### config.mk
export PLATFORM = sky130hd
export DESIGN_NAME = pal_cell
export DESIGN_NICKNAME = d
export VERILOG_FILES = /design/src/design/pal_pkg.sv /design/src/design/pal_cell.sv
export SDC_FILE = /design/constraint.sdc
export NUM_CORES = 1
export LEC_CHECK = 0
export ABC_AREA = 1
export BUFFER_PORTS_ARGS = -buffer_cell sky130_fd_sc_hd__buf_2
export CORE_UTILIZATION = 40
export CTS_BUF_LIST = sky130_fd_sc_hd__clkbuf_4 sky130_fd_sc_hd__clkbuf_8 sky130_fd_sc_hd__clkbuf_16
export DETAILED_ROUTE_END_ITERATION = 7
export PLACE_DENSITY = 0.87
export SYNTH_ARGS = -nofsm -noshare
export SYNTH_HDL_FRONTEND = slang
export SYNTH_SLANG_ARGS = --single-unit
### constraint.sdc
create_clock -name clk -period 2.6 [get_ports clk]
set_input_delay 0.13 -clock clk [delete_from_list [all_inputs] [get_ports clk]]
set_output_delay 0.13 -clock clk [all_outputs]
set_load 0.02 [all_outputs]
### src/design/pal_pkg.sv
// shared constants, codes and types for the positional array list
package pal_pkg;

  localparam int DEPTH  = 64;
  localparam int IDX_W  = $clog2(DEPTH);
  localparam int CNT_W  = $clog2(DEPTH + 1);
  localparam int POS_W  = 7;
  localparam int DATA_W = 64;
  localparam int MODE_W = 2;
  localparam int STAT_W = 3;

  // operation codes
  localparam logic [MODE_W-1:0] MODE_INSERT = 2'd0;
  localparam logic [MODE_W-1:0] MODE_DELETE = 2'd1;
  localparam logic [MODE_W-1:0] MODE_FIND   = 2'd2;
  localparam logic [MODE_W-1:0] MODE_GET    = 2'd3;

  // result status codes
  localparam logic [STAT_W-1:0] ST_OK        = 3'd0;
  localparam logic [STAT_W-1:0] ST_BAD_POS   = 3'd1;
  localparam logic [STAT_W-1:0] ST_FULL      = 3'd2;
  localparam logic [STAT_W-1:0] ST_EMPTY     = 3'd3;
  localparam logic [STAT_W-1:0] ST_NOT_FOUND = 3'd4;

  localparam logic [CNT_W-1:0] COUNT_FULL = CNT_W'(DEPTH);

  // command broadcast to every cell of the chain
  typedef struct packed {
    logic              take;
    logic              ins;
    logic              del;
    logic              find;
    logic [POS_W-1:0]  pos;
    logic [CNT_W-1:0]  count;
    logic [DATA_W-1:0] value;
  } cell_cmd_t;

endpackage

### src/design/pal_cell.sv
// one list slot: holds an element, shifts with its neighbors, flags match and select
module pal_cell
  import pal_pkg::*;
(
  input  logic              clk,
  input  logic [IDX_W-1:0]  idx,
  input  cell_cmd_t         cmd,
  input  logic [DATA_W-1:0] left_data,
  input  logic [DATA_W-1:0] right_data,
  output logic [DATA_W-1:0] data,
  output logic              match,
  output logic              sel
);

  logic [POS_W-1:0]  my_pos;
  logic              occupied;
  logic [DATA_W-1:0] data_next;

  assign my_pos   = POS_W'(idx);
  assign occupied = CNT_W'(idx) < cmd.count;

  // shift up on insert, down on delete
  always_comb begin
    data_next = data;
    if (cmd.ins) begin
      if (my_pos == cmd.pos) begin
        data_next = cmd.value;
      end else if (my_pos > cmd.pos) begin
        data_next = left_data;
      end
    end else if (cmd.del) begin
      if (my_pos >= cmd.pos) begin
        data_next = right_data;
      end
    end
  end

  // flags are taken with the item and held until the next one
  always_ff @(posedge clk) begin
    data <= data_next;
    if (cmd.take) begin
      match <= cmd.find && occupied && (data == cmd.value);
      sel   <= (my_pos == cmd.pos);
    end
  end

endmodule

# [After elaboration in Yosys (flattened, before gate mapping)]
# Cells that the tools add are included.
# Widths: inputs -> output; s select.
[word_totals] reg_bits=66 input_bits=217 elab_cells=19
[classes] n_lt_le_gt_ge=3 eq_ne=3 n_mux=5 reduce_logical=5
[op_table] cell="$mux 64" n=5
[op_table] cell="$eq 64x64->1" n=1
[op_table] cell="$eq 6x7->1" n=1
[op_table] cell="$ge 6x7->1" n=1
[op_table] cell="$gt 6x7->1" n=1
[op_table] cell="$lt 6x7->1" n=1
[op_table] cell="$reduce_bool 2->1" n=2
[op_table] cell="$ne 3x1->1 const B" n=1
[op_table] cell="$reduce_and 3->1" n=1
[op_table] cell="$logic_and 1x1->1" n=2

# [Longest topological paths before layout]
[depth] ltp_word=4 mapped_depth=11 ltp_nobuf=11

# [Least setup slack after synthesis]
# No wires, ideal clock.
[synth_path] path_type="input to register" startpoint="input port cmd[73] (netlist bit)" endpoint="register data[0], enable pin" arrival_ns=2.342 required_ns=2.172 slack_ns=-0.170 cell_stages=7 path_buffers=0 path_cell_list="inv_1 -> ha_1 -> nand2_1 -> o21ai_0 -> a21oi_1 -> o21ai_0 -> and2_1"
[synth_between] elab_chain_len=3 word_cells_on_any_way=6
[synth_lines] item="start, declared" line_no="pal_cell.sv:7" text="input cell_cmd_t cmd,"
[synth_lines] item="$gt 6x7->1, or another cell as far along" line_no="pal_cell.sv:28" text="end else if (my_pos > cmd.pos) begin"
[synth_lines] item="$ne 3x1->1 (no line) / $reduce_bool 2->1 (equally long branches)"
[synth_lines] item="$reduce_and 3->1 (no line) (*)"
[synth_lines] item="end signal, assigned" line_no="pal_cell.sv:40" text="data <= data_next;"
[synth_lines] item="end, declared" line_no="pal_cell.sv:10" text="output logic [DATA_W-1:0] data,"
# Every way passes the cells marked *; elsewhere a longest branch is shown, timed or not.
# A chain may end at the register's enable or synchronous reset.

# [Worst setup path in the final report]
[layout_path] startpoint="register data[14]" endpoint="register match (data pin)"
[layout_between] elab_chain_len=2
[layout_lines] item="$eq 64x64->1" line_no="pal_cell.sv:42" text="match <= cmd.find && occupied && (data == cmd.value);"
[layout_lines] item="$logic_and 1x1->1" line_no="pal_cell.sv:42"
[layout_lines] item="end signal, assigned" line_no="pal_cell.sv:42"
[layout_lines] item="end, declared" line_no="pal_cell.sv:11" text="output logic match,"
# Every way passes these cells.

==> insert_results.sql <==
INSERT INTO impl_metrics (metric_group, metric, value, unit) VALUES
('die', 'pin_count', '283', ''),
('synthesis', 'leading_cell_types_by_total_area_after_synthesis', 'edfxtp_1, nand2_1, nor2_1', ''),
('timing', 'setup_repair_after_global_routing_missed_its_margin', 'no', ''),
('route', 'overall_via_count_from_detail_route', '5156', ''),
('hold_path', 'worst_hold_path.num_cells', '1', ''),
('clock_network', 'cts.reportedPaths.clkPinSlew', '0.05', 'ns'),
('timing', 'fin_worst_skew', '0.007586', 'ns'),
('clock_network', 'clock-sinks', '66', ''),
('die', 'die_w', '109.9', 'um'),
('synthesis', 'ys_types', '19', ''),
('timing', 'finalHoldWorstSlack', '0.02503', 'ns'),
('clock_network', 'cts_htree_levels', '3', ''),
('die', 'die_boundary_height', '109.9', 'um'),
('global_route', 'antenna_found_initial', '0', ''),
('route', 'drt_iter0_drc', '354', ''),
('worst_setup_path', 'setup.worst_path.start_class', 'register', ''),
('clock_network', 'clock_insertion_delay_worst_skew', '0.33', 'ns'),
('final_layout', 'layout_cells_sized_above_1', '33.15', '%'),
('worst_setup_path', 'worst-r2r-cell-count', '5', ''),
('worst_setup_path', 'capture_point_of_the_worst_reg_to_reg_path', 'match', ''),
('timing', 'fin_crit_sh', '62.63', '%'),
('clock_network', 'clk_path_buf_depth', '2', ''),
('global_route', 'gr-total-overflow', '0', ''),
('die', 'placementRows', '39', ''),
('die', 'floorplan.die_area', '12080', 'um2'),
('place', 'place.detailed.instances', '1048', ''),
('flow_run', 'maxCapViolCount', '0', ''),
('place', 'place.gp.congestion', '0.8222', ''),
('timing', 'timing.final.max_slew_violations', '0', ''),
('worst_setup_path', 'timing.critical_path.arrival', '1.81', 'ns'),
('final_layout', 'final.fill_count', '1066', ''),
('power_and_ir_drop', 'power.leakage', '3.337', 'nW'),
('clock_network', 'cts_hold_buffers', '0', ''),
('synthesis', 'yosysWarnings', '0', ''),
('worst_setup_path', 'path_class', 'reg2reg', ''),
('route', 'detailedRoute.firstPassIterationCount', '6', ''),
('timing', 'max_slew.worst_pin.slew', '0.5864', 'ns'),
('synthesis', 'synth_top_cell_area_share', '42.55', '%'),
('worst_setup_path', 'end_kind', 'register', ''),
('synthesis', 'synthesis.area', '4658', 'um2'),
('status', 'result_of_the_run', 'finished clean', ''),
('synthesis', 'synth.yosys.seq_area_share', '42.55', '%'),
('final_layout', 'n_antenna_cell', '0', ''),
('timing', 'finalSetupTns', '0', 'ns'),
('worst_setup_path', 'critical_path.max_fanout', '2', ''),
('hold_path', 'worst_hold_path_type', 'in2reg', ''),
('power_and_ir_drop', 'power', '3.347', 'mW'),
('hold_path', 'hold_path.startpoint', 'cmd[81]', ''),
('clock_network', 'tritoncts.num_buffers', '9', ''),
('route', 'drt-total-wl', '15230', 'um'),
('timing', 'timing.max_slew.rel_slack', '60.91', '%'),
('route', 'route.detailed.drc', '0', ''),
('synthesis', 'synthCells', '645', ''),
('timing', 'final_critical_delay_including_setup_and_external_delays', '1.628', 'ns'),
('hold_path', 'terminating_pin_of_the_worst_hold_path', 'match', ''),
('power_and_ir_drop', 'total_power_divided_by_cell_area', '520.4', 'nW/um2'),
('global_route', 'vias_in_the_first_global_route', '4815', ''),
('final_layout', 'synthToLayoutAreaGrowth', '38.09', '%'),
('clock_network', 'cts.root.buffer_cell', 'clkbuf_16', ''),
('timing', 'timing.final.hold_violations', '0', ''),
('synthesis', 'synth.ff_latch_count', '66', ''),
('die', 'initial_core_util', '40.97', '%'),
('clock_network', 'tritoncts', 'yes', ''),
('synthesis', 'syn_avg_cell_area', '7.222', 'um2'),
('timing', 'achievable-frequency', '0.6141', 'GHz'),
('die', 'floorplan.core_area', '11370', 'um2'),
('route', 'wl_per_cell', '14.33', 'um'),
('timing', 'timing.final.setup_violations', '0', ''),
('synthesis', 'synth_top_area_cell', 'edfxtp_1', ''),
('global_route', 'grt_max_degree', '129', ''),
('worst_setup_path', 'worst_r2r_startpoint', 'data[14]', ''),
('clock_network', 'post-cts-setup-buffer-count', '0', ''),
('worst_setup_path', 'reg_to_reg_setup_timing_slack', '0.97', 'ns'),
('route', 'drtAntennaViolNets', '0', ''),
('global_route', 'grt_first_pass_wirelength', '22450', 'um'),
('global_route', 'grt.total_usage', '24.94', '%'),
('synthesis', 'synth_fp_nets', '873', ''),
('final_layout', 'stdcell_count', '1063', ''),
('worst_setup_path', 'critical_path_required', '2.78', 'ns'),
('route', 'detail_route.vias_per_cell', '4.850', ''),
('clock_network', 'cts_repair_resize_count', '0', ''),
('power_and_ir_drop', 'peakVddDrop', '0.0003632', 'V'),
('final_layout', 'finalNetCount', '1144', ''),
('place', 'hpwl', '12060', 'um'),
('place', 'placement.io_buffers', '282', '');
[synth_stat cells, drive strengths merged]
cell type / n
a21oi: 6
a31oi: 64
and2: 1
buf: 15
clkbuf: 13
edfxtp: 66
ha: 11
inv: 73
nand2: 238
nand3: 3
nand4: 4
nor2: 113
o21ai: 9
o22ai: 2
xnor2: 22
xor2: 5
[registers in the layout (all words and copies together), names as in the netlist]
| signal | count |
|---|---|
| match | 1 |
| sel | 1 |
| data | 64 |
[worst max-delay path: stages, from the launching register on]
cell and delay, ns:
edfxtp_1 0.40, xnor2_1 0.39, nand4_1 0.24, nor2_1 0.23, nand3_1 0.10, nor2_1 0.12
[layout make-up]
| type | count | area, um2 | share of cell area, % |
|---|---|---|---|
| multi-input combinational | 478 | 2230 | 34.66 |
| sequential | 66 | 1982 | 30.81 |
| timing repair buffer | 288 | 1484 | 23.07 |
| inverter | 73 | 274.0 | 4.260 |
| clock buffer | 11 | 240.2 | 3.735 |
| tap | 143 | 178.9 | 2.782 |
| clock inverter | 4 | 43.79 | 0.6808 |
[worst max path at each step]
stage	start	endpoint	slack [ns]	cells past startpoint
2_1_floorplan	cmd[73]	data[0]	0.52	7
3_3_place_gp	idx[2]	data[24]	0.72	8
3_5_place_dp	cmd[73]	data[10]	0.66	10
4_1_cts	data[14]	match	0.97	5
5_1_grt	cmd[73]	data[30]	0.78	10
6_report	data[14]	match	0.97	5
[kinds of logic after synthesis]
kind of cell	share of synthesized area, %
adder cells (fa/ha/maj)	2.955
XOR/XNOR	5.076
flip-flops	42.55
buffers and inverters	9.669
AO/OA/AOI/OAI	10.48
AND/OR/NAND/NOR	29.28
[where the power goes]
group	internal [mW]	switching, mW	total, mW
Clock	0.751	0.431	1.18
Combinational	0.334	0.473	0.808
Sequential	1.29	0.0636	1.36
Total	2.38	0.968	3.35
[metrics by stage]
step                      util, %  area [um2]  setup WS (ns)
after floorplan                 -        4659         0.5218
after global placement      54.08        6148         0.7157
after detailed placement    54.08        6148         0.6643
after CTS                   56.58        6432         0.9710
after global routing        56.58        6432         0.7763
final                       56.58        6432         0.9716
[cells in the final DEF, fill, tap and decap left out]
master / instances
buf_4: 5
xnor2_1: 22
nor2_1: 113
buf_12: 2
nand2_2: 1
inv_1: 72
clkbuf_16: 9
o21ai_0: 9
bufinv_16: 1
a21oi_1: 6
and2_2: 1
edfxtp_1: 66
nand4_1: 4
a31oi_1: 64
nand2_1: 237
buf_2: 281
ha_1: 11
xor2_1: 5
clkinv_2: 2
o22ai_1: 2
clkinv_1: 1
inv_2: 1
clkbuf_4: 2
nand3_1: 3
[metal layers]
metal	share of wire [%]	vias to the layer above	track usage (%)	wire length [um]
met1	40	2277	28.54	6097
met2	50	227	44.78	7588
met5	0	-	0	0
met4	2.5	0	10.38	378
met3	7.7	29	5.216	1168
li1	-	2623	-	-
Power figures use the tool's default switching activity.
